--- src/tfcp_pkg.sv ---
// Shared types, constants and helpers of the timing frame command parser.
// Depends on nothing; the front, queue, back, top and testbench files refer to it by scoped names.
package tfcp_pkg;

	// Width of the configuration address: three registers at byte addresses 0, 4 and 8.
	localparam int unsigned APB_ADDR_W = 4;

	// Width of a train number carried through the queue; it covers up to 16 trains.
	localparam int unsigned TRAIN_FIELD_W = 4;

	// Depth of the queue between the parser and the executor.
	localparam int unsigned QUEUE_DEPTH = 4;
	localparam int unsigned QUEUE_PTR_W = 2;

	// Saturation limit of the error counters.
	localparam logic [15:0] COUNT_MAX = 16'hFFFF;

	// Register indexes of the configuration port.
	typedef enum logic [1:0] {
		REG_TABLE_CODE  = 2'd0,
		REG_SHOT_CODE   = 2'd1,
		REG_FIRST_IDENT = 2'd2
	} reg_index_t;

	// Event codes reported with every result word.
	typedef enum logic [2:0] {
		EV_TRAIN     = 3'd0,
		EV_SHOT      = 3'd1,
		EV_BAD_CMD   = 3'd2,
		EV_BAD_IDENT = 3'd3,
		EV_BAD_DATA  = 3'd4
	} event_t;

	// Configuration seen by the parser.
	typedef struct packed {
		logic [3:0] table_code;
		logic [3:0] shot_code;
		logic [3:0] first_ident;
	} cfg_t;

	// One operation handed from the parser to the executor.
	typedef struct packed {
		logic                     emit;   // a result word is produced
		event_t                   ev;     // which event, when emit is set
		logic                     store;  // write data into the train table
		logic [TRAIN_FIELD_W-1:0] train;  // train concerned
		logic [1:0]               slot;   // word within the train's row
		logic [31:0]              data;   // table word or shot word
		logic                     last;   // end of buffer: clear per-buffer counts
	} op_t;

	// Payload of one result word.
	typedef struct packed {
		event_t      event_res;
		logic [1:0]  train_index;
		logic [31:0] train_start;
		logic [31:0] train_duration;
		logic [31:0] train_increment;
		logic [31:0] train_bunches;
		logic [31:0] shot_number;
		logic [15:0] bad_command_count;
		logic [15:0] bad_ident_count;
		logic [15:0] bad_data_count;
	} result_t;

	// Saturating increment of an error counter.
	function automatic logic [15:0] sat_inc(input logic [15:0] count);
		sat_inc = (count == COUNT_MAX) ? count : count + 16'd1;
	endfunction

endpackage

--- src/tfcp_if.sv ---
// Valid/ready channel interfaces for frame words in and result words out.
// Depends on nothing.
interface tfcp_in_if;
	logic        valid;
	logic        ready;
	logic [31:0] frame_word;
	logic        last_frame;

	modport source(output valid, output frame_word, output last_frame, input ready);
	modport sink(input valid, input frame_word, input last_frame, output ready);
endinterface

interface tfcp_out_if;
	logic        valid;
	logic        ready;
	logic [2:0]  event_res;
	logic [1:0]  train_index;
	logic [31:0] train_start;
	logic [31:0] train_duration;
	logic [31:0] train_increment;
	logic [31:0] train_bunches;
	logic [31:0] shot_number;
	logic [15:0] bad_command_count;
	logic [15:0] bad_ident_count;
	logic [15:0] bad_data_count;

	modport source(output valid, output event_res, output train_index, output train_start,
		output train_duration, output train_increment, output train_bunches,
		output shot_number, output bad_command_count, output bad_ident_count,
		output bad_data_count, input ready);
	modport sink(input valid, input event_res, input train_index, input train_start,
		input train_duration, input train_increment, input train_bunches,
		input shot_number, input bad_command_count, input bad_ident_count,
		input bad_data_count, output ready);
endinterface

--- src/tfcp_front.sv ---
// Front parser: accepts frame words, tracks the parse mode and gathers table bytes.
// Depends on tfcp_pkg and tfcp_in_if; emits operations towards the queue.
module tfcp_front #(
	parameter int unsigned TRAIN_COUNT = 3
) (
	input  logic              clk,
	input  logic              arst_n,
	input  tfcp_pkg::cfg_t    cfg,
	tfcp_in_if.sink           frame_in,
	output logic              push_valid,
	output tfcp_pkg::op_t     push_op,
	input  logic              push_ready
);

	localparam int unsigned TRAIN_W = (TRAIN_COUNT > 1) ? $clog2(TRAIN_COUNT) : 1;

	typedef enum logic [3:0] {
		MODE_IDLE    = 4'b0001,
		MODE_SECTION = 4'b0010,
		MODE_DATA    = 4'b0100,
		MODE_SHOT    = 4'b1000
	} parse_mode_t;

	parse_mode_t        mode_q, mode_d;
	logic               follows_q, follows_d;
	logic [TRAIN_W-1:0] train_q, train_d;
	logic [3:0]         pos_q, pos_d;
	logic [31:0]        acc_q, acc_d;

	logic        accept;
	logic        is_cmd;
	logic [3:0]  code;
	logic [3:0]  ident;
	logic [3:0]  offset;
	logic        known_train;
	logic [31:0] acc_merged;
	logic        gen;
	tfcp_pkg::op_t op;

	assign frame_in.ready = push_ready;
	assign accept = frame_in.valid && push_ready;

	// Classification of the incoming word.
	assign is_cmd      = |frame_in.frame_word[15:8];
	assign code        = frame_in.frame_word[7:4];
	assign ident       = frame_in.frame_word[3:0];
	assign offset      = ident - cfg.first_ident;
	assign known_train = (ident >= cfg.first_ident) && ({1'b0, offset} < 5'(TRAIN_COUNT));
	assign acc_merged  = acc_q | ({24'b0, frame_in.frame_word[7:0]} << {pos_q[1:0], 3'b000});

	// Next parse state and the operation that the word causes.
	always_comb begin
		mode_d    = mode_q;
		follows_d = follows_q;
		train_d   = train_q;
		pos_d     = pos_q;
		acc_d     = acc_q;
		op        = '0;
		op.ev     = tfcp_pkg::EV_TRAIN;
		op.train  = tfcp_pkg::TRAIN_FIELD_W'(train_q);
		op.slot   = pos_q[3:2];
		op.data   = acc_merged;
		case (mode_q)
			MODE_IDLE: begin
				if (is_cmd) begin
					if (code == cfg.table_code) begin
						mode_d = MODE_SECTION;
						if (known_train) begin
							train_d   = TRAIN_W'(offset);
							follows_d = 1'b1;
						end else begin
							follows_d = 1'b0;
							op.emit   = 1'b1;
							op.ev     = tfcp_pkg::EV_BAD_IDENT;
						end
					end else if (code == cfg.shot_code) begin
						mode_d = MODE_SHOT;
					end else begin
						op.emit = 1'b1;
						op.ev   = tfcp_pkg::EV_BAD_CMD;
					end
				end
			end
			MODE_SECTION: begin
				// The section word is skipped whatever it holds.
				if (follows_q) begin
					mode_d = MODE_DATA;
					pos_d  = 4'd0;
					acc_d  = 32'd0;
				end else begin
					mode_d = MODE_IDLE;
				end
				follows_d = 1'b0;
			end
			MODE_DATA: begin
				if (is_cmd) begin
					// Interrupted table: completed words stay, the partial one is dropped.
					op.emit = 1'b1;
					op.ev   = tfcp_pkg::EV_BAD_DATA;
					mode_d  = MODE_IDLE;
				end else begin
					acc_d = acc_merged;
					if (pos_q[1:0] == 2'd3) begin
						op.store = 1'b1;
						acc_d    = 32'd0;
					end
					if (pos_q == 4'd15) begin
						op.emit = 1'b1;
						op.ev   = tfcp_pkg::EV_TRAIN;
						pos_d   = 4'd0;
						mode_d  = MODE_IDLE;
					end else begin
						pos_d = pos_q + 4'd1;
					end
				end
			end
			MODE_SHOT: begin
				op.emit = 1'b1;
				op.ev   = tfcp_pkg::EV_SHOT;
				op.data = frame_in.frame_word;
				mode_d  = MODE_IDLE;
			end
			default: begin
				mode_d = MODE_IDLE;
			end
		endcase
		op.last = frame_in.last_frame;
		// End of buffer abandons any pending read.
		if (frame_in.last_frame) begin
			mode_d    = MODE_IDLE;
			follows_d = 1'b0;
			pos_d     = 4'd0;
			acc_d     = 32'd0;
		end
	end

	assign gen        = op.emit || op.store || op.last;
	assign push_valid = frame_in.valid && gen;
	assign push_op    = op;

	// Parse state registers, updated on each accepted word.
	always_ff @(posedge clk or negedge arst_n) begin
		if (!arst_n) begin
			mode_q    <= MODE_IDLE;
			follows_q <= 1'b0;
			train_q   <= '0;
			pos_q     <= 4'd0;
			acc_q     <= 32'd0;
		end else if (accept) begin
			mode_q    <= mode_d;
			follows_q <= follows_d;
			train_q   <= train_d;
			pos_q     <= pos_d;
			acc_q     <= acc_d;
		end
	end

endmodule

--- src/tfcp_queue.sv ---
// Short operation queue between the parser and the executor.
// Depends on tfcp_pkg for the operation type and the queue depth.
module tfcp_queue (
	input  logic          clk,
	input  logic          arst_n,
	input  logic          push_valid,
	input  tfcp_pkg::op_t push_op,
	output logic          push_ready,
	output logic          pop_valid,
	output tfcp_pkg::op_t pop_op,
	input  logic          pop_ready
);

	localparam int unsigned CNT_W = tfcp_pkg::QUEUE_PTR_W + 1;

	tfcp_pkg::op_t                    entry_q [tfcp_pkg::QUEUE_DEPTH];
	logic [tfcp_pkg::QUEUE_PTR_W-1:0] wr_ptr_q;
	logic [tfcp_pkg::QUEUE_PTR_W-1:0] rd_ptr_q;
	logic [CNT_W-1:0]                 count_q;
	logic                             push;
	logic                             pop;

	assign push_ready = (count_q != CNT_W'(tfcp_pkg::QUEUE_DEPTH));
	assign pop_valid  = (count_q != '0);
	assign pop_op     = entry_q[rd_ptr_q];
	assign push       = push_valid && push_ready;
	assign pop        = pop_valid && pop_ready;

	// Entry storage.
	always_ff @(posedge clk) begin
		if (push) begin
			entry_q[wr_ptr_q] <= push_op;
		end
	end

	// Pointers and fill count.
	always_ff @(posedge clk or negedge arst_n) begin
		if (!arst_n) begin
			wr_ptr_q <= '0;
			rd_ptr_q <= '0;
			count_q  <= '0;
		end else begin
			if (push) begin
				wr_ptr_q <= wr_ptr_q + 1'b1;
			end
			if (pop) begin
				rd_ptr_q <= rd_ptr_q + 1'b1;
			end
			if (push && !pop) begin
				count_q <= count_q + 1'b1;
			end else if (pop && !push) begin
				count_q <= count_q - 1'b1;
			end
		end
	end

endmodule

--- src/tfcp_back.sv ---
// Executor: applies queued operations to the train table, shot store and counters.
// Depends on tfcp_pkg and tfcp_out_if; drives the result word register.
module tfcp_back #(
	parameter int unsigned TRAIN_COUNT = 3
) (
	input  logic          clk,
	input  logic          arst_n,
	input  logic          pop_valid,
	input  tfcp_pkg::op_t pop_op,
	output logic          pop_ready,
	tfcp_out_if.source    result_out
);

	localparam int unsigned TRAIN_W = (TRAIN_COUNT > 1) ? $clog2(TRAIN_COUNT) : 1;

	logic [3:0][31:0]   row_q [TRAIN_COUNT];
	logic [31:0]        shot_q;
	logic [15:0]        cmd_cnt_q;
	logic [15:0]        ident_cnt_q;
	logic [15:0]        data_cnt_q;
	logic               out_valid_q;
	tfcp_pkg::result_t  res_q;

	logic [TRAIN_W-1:0] idx;
	logic [3:0][31:0]   row_new;
	logic [31:0]        shot_d;
	logic [15:0]        cmd_cnt_d;
	logic [15:0]        ident_cnt_d;
	logic [15:0]        data_cnt_d;
	logic               with_train;
	logic               pop;
	tfcp_pkg::result_t  res_d;

	// An operation that yields a word waits for the output register to free up.
	assign pop_ready = !pop_op.emit || !out_valid_q || result_out.ready;
	assign pop       = pop_valid && pop_ready;

	// Effect of the operation at the head of the queue.
	always_comb begin
		idx     = pop_op.train[TRAIN_W-1:0];
		row_new = row_q[idx];
		if (pop_op.store) begin
			row_new[pop_op.slot] = pop_op.data;
		end
		shot_d      = (pop_op.emit && pop_op.ev == tfcp_pkg::EV_SHOT) ? pop_op.data : shot_q;
		cmd_cnt_d   = (pop_op.emit && pop_op.ev == tfcp_pkg::EV_BAD_CMD) ?
			tfcp_pkg::sat_inc(cmd_cnt_q) : cmd_cnt_q;
		ident_cnt_d = (pop_op.emit && pop_op.ev == tfcp_pkg::EV_BAD_IDENT) ?
			tfcp_pkg::sat_inc(ident_cnt_q) : ident_cnt_q;
		data_cnt_d  = (pop_op.emit && pop_op.ev == tfcp_pkg::EV_BAD_DATA) ?
			tfcp_pkg::sat_inc(data_cnt_q) : data_cnt_q;
		with_train  = (pop_op.ev == tfcp_pkg::EV_TRAIN) || (pop_op.ev == tfcp_pkg::EV_BAD_DATA);

		res_d                   = '0;
		res_d.event_res         = pop_op.ev;
		res_d.shot_number       = shot_d;
		res_d.bad_command_count = cmd_cnt_d;
		res_d.bad_ident_count   = ident_cnt_d;
		res_d.bad_data_count    = data_cnt_d;
		if (with_train) begin
			res_d.train_index     = 2'(idx);
			res_d.train_start     = row_new[0];
			res_d.train_duration  = row_new[1];
			res_d.train_increment = row_new[2];
			res_d.train_bunches   = row_new[3];
		end
	end

	// Train table, shot store and counters.
	always_ff @(posedge clk or negedge arst_n) begin
		if (!arst_n) begin
			for (int unsigned i = 0; i < TRAIN_COUNT; i++) begin
				row_q[i] <= '0;
			end
			shot_q      <= 32'd0;
			cmd_cnt_q   <= 16'd0;
			ident_cnt_q <= 16'd0;
			data_cnt_q  <= 16'd0;
		end else if (pop) begin
			if (pop_op.store) begin
				row_q[idx] <= row_new;
			end
			shot_q      <= shot_d;
			data_cnt_q  <= data_cnt_d;
			// Per-buffer counts clear after the final word of a buffer.
			cmd_cnt_q   <= pop_op.last ? 16'd0 : cmd_cnt_d;
			ident_cnt_q <= pop_op.last ? 16'd0 : ident_cnt_d;
		end
	end

	// Output register handshake.
	always_ff @(posedge clk or negedge arst_n) begin
		if (!arst_n) begin
			out_valid_q <= 1'b0;
		end else if (pop && pop_op.emit) begin
			out_valid_q <= 1'b1;
		end else if (result_out.ready) begin
			out_valid_q <= 1'b0;
		end
	end

	// Output payload.
	always_ff @(posedge clk) begin
		if (pop && pop_op.emit) begin
			res_q <= res_d;
		end
	end

	assign result_out.valid             = out_valid_q;
	assign result_out.event_res         = res_q.event_res;
	assign result_out.train_index       = res_q.train_index;
	assign result_out.train_start       = res_q.train_start;
	assign result_out.train_duration    = res_q.train_duration;
	assign result_out.train_increment   = res_q.train_increment;
	assign result_out.train_bunches     = res_q.train_bunches;
	assign result_out.shot_number       = res_q.shot_number;
	assign result_out.bad_command_count = res_q.bad_command_count;
	assign result_out.bad_ident_count   = res_q.bad_ident_count;
	assign result_out.bad_data_count    = res_q.bad_data_count;

endmodule

--- src/timing_frame_command_parser.sv ---
// Top level of the timing frame command parser: configuration registers and wiring.
// Depends on tfcp_pkg, tfcp_if, tfcp_front, tfcp_queue and tfcp_back.

// The block takes one frame word per clock cycle on frame_in while the queue has
// room. The front parser classifies each word in the cycle it is accepted and pushes
// an operation into a four-entry queue; the executor behind it updates the train
// table, shot store and error counters and loads the result register from the queue
// head. Input is refused only while the queue is full, which happens when result
// words are not taken. Table, shot and counter state clears at reset; the three
// command registers are written over the APB port at byte addresses 0, 4 and 8 and
// take effect on the next accepted word.
module timing_frame_command_parser #(
	parameter int unsigned TRAIN_COUNT = 3
) (
	input  logic                              clk,
	input  logic                              arst_n,
	tfcp_in_if.sink                           frame_in,
	tfcp_out_if.source                        event_out,
	input  logic                              psel,
	input  logic                              penable,
	input  logic                              pwrite,
	input  logic [tfcp_pkg::APB_ADDR_W-1:0]   paddr,
	input  logic [31:0]                       pwdata,
	output logic [31:0]                       prdata,
	output logic                              pready
);

	tfcp_pkg::cfg_t cfg_q;
	logic           cfg_write;
	logic [1:0]     reg_sel;

	logic           push_valid;
	logic           push_ready;
	tfcp_pkg::op_t  push_op;
	logic           pop_valid;
	logic           pop_ready;
	tfcp_pkg::op_t  pop_op;

	assign pready    = 1'b1;
	assign cfg_write = psel && penable && pwrite;
	assign reg_sel   = paddr[3:2];

	// Configuration registers.
	always_ff @(posedge clk or negedge arst_n) begin
		if (!arst_n) begin
			cfg_q.table_code  <= 4'd1;
			cfg_q.shot_code   <= 4'd2;
			cfg_q.first_ident <= 4'd1;
		end else if (cfg_write) begin
			case (reg_sel)
				tfcp_pkg::REG_TABLE_CODE:  cfg_q.table_code  <= pwdata[3:0];
				tfcp_pkg::REG_SHOT_CODE:   cfg_q.shot_code   <= pwdata[3:0];
				tfcp_pkg::REG_FIRST_IDENT: cfg_q.first_ident <= pwdata[3:0];
				default: begin
				end
			endcase
		end
	end

	// Register read-back.
	always_comb begin
		case (reg_sel)
			tfcp_pkg::REG_TABLE_CODE:  prdata = {28'd0, cfg_q.table_code};
			tfcp_pkg::REG_SHOT_CODE:   prdata = {28'd0, cfg_q.shot_code};
			tfcp_pkg::REG_FIRST_IDENT: prdata = {28'd0, cfg_q.first_ident};
			default:                   prdata = 32'd0;
		endcase
	end

	tfcp_front #(
		.TRAIN_COUNT(TRAIN_COUNT)
	) u_front (
		.clk        (clk),
		.arst_n     (arst_n),
		.cfg        (cfg_q),
		.frame_in   (frame_in),
		.push_valid (push_valid),
		.push_op    (push_op),
		.push_ready (push_ready)
	);

	tfcp_queue u_queue (
		.clk        (clk),
		.arst_n     (arst_n),
		.push_valid (push_valid),
		.push_op    (push_op),
		.push_ready (push_ready),
		.pop_valid  (pop_valid),
		.pop_op     (pop_op),
		.pop_ready  (pop_ready)
	);

	tfcp_back #(
		.TRAIN_COUNT(TRAIN_COUNT)
	) u_back (
		.clk        (clk),
		.arst_n     (arst_n),
		.pop_valid  (pop_valid),
		.pop_op     (pop_op),
		.pop_ready  (pop_ready),
		.result_out (event_out)
	);

endmodule

--- src/flat_wrapper.sv ---
// flat-port wrapper written by rule: the top's interface ports become plain ports
module timing_frame_command_parser_flat 
#(
	parameter int unsigned TRAIN_COUNT = 3
)
  (clk, arst_n, psel, penable, pwrite, paddr, pwdata, prdata, pready, frame_in_valid, frame_in_frame_word, frame_in_last_frame, frame_in_ready, event_out_valid, event_out_event_res, event_out_train_index, event_out_train_start, event_out_train_duration, event_out_train_increment, event_out_train_bunches, event_out_shot_number, event_out_bad_command_count, event_out_bad_ident_count, event_out_bad_data_count, event_out_ready);
  tfcp_in_if frame_in_i ();
  tfcp_out_if event_out_i ();
  input  logic clk;
  input  logic arst_n;
  input  logic psel;
  input  logic penable;
  input  logic pwrite;
  input  logic [tfcp_pkg::APB_ADDR_W-1:0] paddr;
  input  logic [31:0] pwdata;
  output logic [31:0] prdata;
  output logic pready;
  input wire logic [$bits(frame_in_i.valid)-1:0] frame_in_valid;
  input wire logic [$bits(frame_in_i.frame_word)-1:0] frame_in_frame_word;
  input wire logic [$bits(frame_in_i.last_frame)-1:0] frame_in_last_frame;
  output wire logic [$bits(frame_in_i.ready)-1:0] frame_in_ready;
  output wire logic [$bits(event_out_i.valid)-1:0] event_out_valid;
  output wire logic [$bits(event_out_i.event_res)-1:0] event_out_event_res;
  output wire logic [$bits(event_out_i.train_index)-1:0] event_out_train_index;
  output wire logic [$bits(event_out_i.train_start)-1:0] event_out_train_start;
  output wire logic [$bits(event_out_i.train_duration)-1:0] event_out_train_duration;
  output wire logic [$bits(event_out_i.train_increment)-1:0] event_out_train_increment;
  output wire logic [$bits(event_out_i.train_bunches)-1:0] event_out_train_bunches;
  output wire logic [$bits(event_out_i.shot_number)-1:0] event_out_shot_number;
  output wire logic [$bits(event_out_i.bad_command_count)-1:0] event_out_bad_command_count;
  output wire logic [$bits(event_out_i.bad_ident_count)-1:0] event_out_bad_ident_count;
  output wire logic [$bits(event_out_i.bad_data_count)-1:0] event_out_bad_data_count;
  input wire logic [$bits(event_out_i.ready)-1:0] event_out_ready;
  assign frame_in_i.valid = frame_in_valid;
  assign frame_in_i.frame_word = frame_in_frame_word;
  assign frame_in_i.last_frame = frame_in_last_frame;
  assign frame_in_ready = frame_in_i.ready;
  assign event_out_valid = event_out_i.valid;
  assign event_out_event_res = event_out_i.event_res;
  assign event_out_train_index = event_out_i.train_index;
  assign event_out_train_start = event_out_i.train_start;
  assign event_out_train_duration = event_out_i.train_duration;
  assign event_out_train_increment = event_out_i.train_increment;
  assign event_out_train_bunches = event_out_i.train_bunches;
  assign event_out_shot_number = event_out_i.shot_number;
  assign event_out_bad_command_count = event_out_i.bad_command_count;
  assign event_out_bad_ident_count = event_out_i.bad_ident_count;
  assign event_out_bad_data_count = event_out_i.bad_data_count;
  assign event_out_i.ready = event_out_ready;
  timing_frame_command_parser #(.TRAIN_COUNT(TRAIN_COUNT)) u_core (.clk(clk), .arst_n(arst_n), .frame_in(frame_in_i), .event_out(event_out_i), .psel(psel), .penable(penable), .pwrite(pwrite), .paddr(paddr), .pwdata(pwdata), .prdata(prdata), .pready(pready));
endmodule
--- config.mk ---
export PLATFORM = sky130hd
export DESIGN_NAME = timing_frame_command_parser_flat
export DESIGN_NICKNAME = d
export VERILOG_FILES = /design/src/tfcp_pkg.sv /design/src/tfcp_if.sv /design/src/tfcp_front.sv /design/src/tfcp_queue.sv /design/src/tfcp_back.sv /design/src/timing_frame_command_parser.sv /design/src/flat_wrapper.sv
export SDC_FILE = /design/constraint.sdc
export NUM_CORES = 2
export LEC_CHECK = 0
export BUFFER_PORTS_ARGS = -buffer_cell sky130_fd_sc_hd__buf_2
export CORE_MARGIN = 10
export CORE_UTILIZATION = 25
export DETAILED_ROUTE_END_ITERATION = 10
export GPL_TIMING_DRIVEN = 1
export PLACE_DENSITY = 0.48
export SETUP_SLACK_MARGIN = 0.02
export SLEW_MARGIN = 20
export SYNTH_ARGS = -nofsm -noshare
export SYNTH_HDL_FRONTEND = slang
export SYNTH_SLANG_ARGS = --single-unit
--- constraint.sdc ---
create_clock -name clk -period 12.96 [get_ports clk]
set_clock_uncertainty 0.2 [all_clocks]
set_input_delay 1.944 -clock clk [delete_from_list [all_inputs] [get_ports clk]]
set_output_delay 1.944 -clock clk [all_outputs]
set_load 0.1 [all_outputs]
==> reports/results.tsv <==
stage	metric	value	unit
outcome	status	complete, no violations	
synth	most instantiated cells after synthesis	957 x nand2_1, 523 x dfrtp_1, 493 x o21ai_0	
routing	routed vias	26800	
global_routing	GRT Util Overall	13.6	%
floorplanning	FP Rows	144	
synth	Post-synth EDFFs	381	
sta	min Tclk post-route	5.14	ns
worst_setup_path	Worst Path Arrival	3.00	ns
routing	routed len/inst	20.1	um
synth	Yosys top cell area share	33.8	%
sta	Final setup viols	0	
sta	period utilisation layout	39.7	%
clocking	total CTS buffers	100	
synth	Synth Warn #	0	
clocking	Clock Tree Buf Depth	3	
cells_and_area	area grow syn2layout	16.8	%
global_routing	largest net degree at the start of global routing	206	
worst_setup_path	CP required	10.82	ns
synth	sequential area share after synthesis	63.5	%
global_routing	vias in the first global route	26200	
worst_setup_path	Slowest cell on crit path	buf_2	
synth	largest family of logic cells by synthesized area	simple AND/OR/NAND/NOR gates	
worst_setup_path	critical path's largest stage delay	0.46	ns
clocking	Worst-Skew Late Latency	0.72	ns
floorplanning	DIE AREA	0.171	sq mm
synth	Synth Area in Simple Gates	13.9	%
synth	post-synth design cell area	0.0388	sq mm
sta	Final Max Slew Viols	0	
clocking	clock sink total	908	
routing	DRC	0	
cells_and_area	Register Area	0.0246	sq mm
synth	multiplexer area fraction after synthesis	5.14	%
synth	main flop type after synthesis	dfrtp_1	
placed_design	IO Port Bufs	264	
clocking	CTS tree	built	
synth	count leader, synth	nand2_1	
sta	Hold Violations, Final	0	
routing	Routed WL	118	mm
job	max-cap viol count	0	
min_path	HP Start	u_core.u_back.shot_q[23]$_DFFE_PN0P_	
routing	antenna violation net count after detailed routing	0	
global_routing	first-pass GRT wire length	177	mm
cells_and_area	share of cells above drive strength 1	15.1	%
synth	post-synthesis adder-cell area fraction	0.523	%
worst_setup_path	most frequent cell on the critical path	buf_2	
worst_setup_path	maximum fanout along the worst path	8	
synth	Synth cell types	69	
synth	synthesized flop and latch total	908	
synth	Synth Area in Compound Gates	12.0	%
placed_design	gp weighted congestion	0.762	
cells_and_area	Multi-input gate area	0.0130	sq mm
worst_setup_path	Critical Path End Type	output pin	
sta	FMAX	194	MHz
sta	final setup TNS	0	ns
worst_setup_path	WS Path Type	input pin to output pin	
placed_design	DP Wirelength	73.5	mm
synth	syn_area_per_cell	10.7	sq um
floorplanning	Ports	324	
worst_setup_path	CP cell instances	buf_2, nor2b_1, nand2_1, o21ai_0, buf_2	
synth	xor/xnor share of the synthesized area	1.36	%
cells_and_area	fillers	16000	
worst_setup_path	cells on worst reg2reg path	8	
floorplanning	Die Wd	414	um
sta	slew margin rel.	29.8	%
clocking	clock transition at the registers of the reported paths	0.06	ns
clocking	H-tree Lvls	3	
synth	Synth area leader	dfrtp_1	
min_path	WHS Path Cells	2	
sta	worst-margin pin slew	1.05	ns
cells_and_area	Finished Core Util	29.4	%
floorplanning	core area	0.154	sq mm
floorplanning	Starting Density	25.2	%
synth	Async S/R FF share, synth	58.0	%
worst_setup_path	Critical Path Source Type	input pin	
routing	Initial DRT Pass Iterations	5	
worst_setup_path	reg2reg start	u_core.u_queue.rd_ptr_q[0]$_DFFE_PN0P_	
min_path	Hold Path End	u_core.u_back.shot_q[23]$_DFFE_PN0P_	
min_path	Hold Path Class	flip-flop to flip-flop	
sta	RSZ-0062 raised after global routing	no	
worst_setup_path	RR Endpoint	u_core.u_back.result_out.train_bunches[27]$_SDFFCE_PN0P_	
synth	Syn Inst Count	3612	
clocking	Post-CTS Setup Inserts	0	
routing	drt initial violations	2044	
synth	ranking of synthesized cells by area	dfrtp_1 34%, edfxtp_1 30%, nand2_1 9.3%	
floorplanning	Die Y	414	um
clocking	CTS Hold Buffers Added	0	
global_routing	total grt overflow	0	
routing	DR vias/cell	4.54	
worst_setup_path	R2R Setup Slk	8.13	ns
cells_and_area	# nets final	3855	
global_routing	initial antenna violation count	15	
clocking	Post-CTS Resized	0	
clocking	Root Buffer	clkbuf_16	
[final cells by class]
type	instances	area share, %
clock inverter	50	1.12
inverter	19	0.158
clock buffer	140	6.36
antenna	1	0.00553
sequential	908	54.4
tap	2044	5.65
timing repair buffer	299	3.60
multi-input combinational	2436	28.7
[per-stage QoR]
stage          cells  hold WS, ns  setup slack (ns)  area [sq um]
3_5_place_dp    5706        0.255              7.62         41900
4_1_cts         5896        0.270              7.81         45300
3_3_place_gp    5706        0.256              7.65         41900
6_report        5897        0.265              7.82         45300
5_1_grt         5897        0.290              7.72         45300
2_1_floorplan   3639        0.239              4.95         38900
[worst max path at each step]
stage / start / endpoint / slack (ns) / depth (start not counted)
floorplan: event_out_ready / u_core.u_back.result_out.valid$_DFFE_PN0P_ / 4.95 / 4
global placement: frame_in_frame_word[0] / u_core.u_queue.count_q[1]$_DFFE_PN0P_ / 7.65 / 14
detailed placement: frame_in_frame_word[0] / u_core.u_queue.count_q[1]$_DFFE_PN0P_ / 7.62 / 14
CTS: paddr[3] / prdata[0] / 7.81 / 5
global route: paddr[3] / prdata[0] / 7.72 / 5
finish: paddr[3] / prdata[0] / 7.82 / 5
[critical path, delay by kind of cell]
family	cells	cell delay, ns
compound gates	1	0.09
buf+inv	2	0.61
simple gates	2	0.35
[layer usage]
layer | wire length, um | share of wire [%] | vias to the layer above | global-route usage (%)
li1 | - | - | 12800 | -
met1 | 54100 | 46 | 13200 | 18.7
met2 | 56000 | 47 | 648 | 21.9
met3 | 6010 | 5.1 | 118 | 2.33
met4 | 2300 | 1.9 | 4 | 3.57
met5 | 19 | 0.016 | - | 0
[sequential cells by signal, summed over array words and instances (netlist names), 12 cells and up]
register,flops
u_core.u_back.result_out.bad_command_count,16
u_core.u_back.result_out.train_duration,32
u_core.u_front.acc_q,32
u_core.u_back.result_out.bad_data_count,16
u_core.u_queue.entry_q,168
u_core.u_back.cmd_cnt_q,16
u_core.u_back.ident_cnt_q,16
u_core.u_back.result_out.train_start,32
u_core.u_back.result_out.train_bunches,32
u_core.u_back.shot_q,32
u_core.u_back.row_q,384
u_core.u_back.result_out.train_increment,32
u_core.u_back.result_out.shot_number,32
u_core.u_back.result_out.bad_ident_count,16
u_core.cfg_q,12
u_core.u_back.data_cnt_q,16
[cell usage in the layout, fill, tap and decap left out, drive strengths merged, types with 16 or more instances in the layout]
cell | Yosys | layout
nand2 | 959 | 959
dfrtp | 523 | 523
o21ai | 516 | 516
edfxtp | 381 | 381
buf | 111 | 299
a21oi | 216 | 216
nor2 | 202 | 202
clkbuf | 165 | 140
o22ai | 95 | 95
mux2 | 55 | 55
mux2i | 45 | 45
nand3 | 42 | 42
mux4 | 41 | 41
xnor2 | 35 | 35
clkinv | 0 | 35
conb | 2 | 29
xor2 | 25 | 25
inv | 19 | 23
nand4 | 16 | 16
o31ai | 16 | 16
[cell families after synthesis]
family | after synthesis
other cells | 2
xor+xnor | 60
mux | 141
fa+ha+maj | 15
buf+inv | 295
compound gates | 877
simple gates | 1314
flops | 908
Power is not shown: default switching activity piles up to over one toggle a cycle in this logic, so the estimate is an artifact.
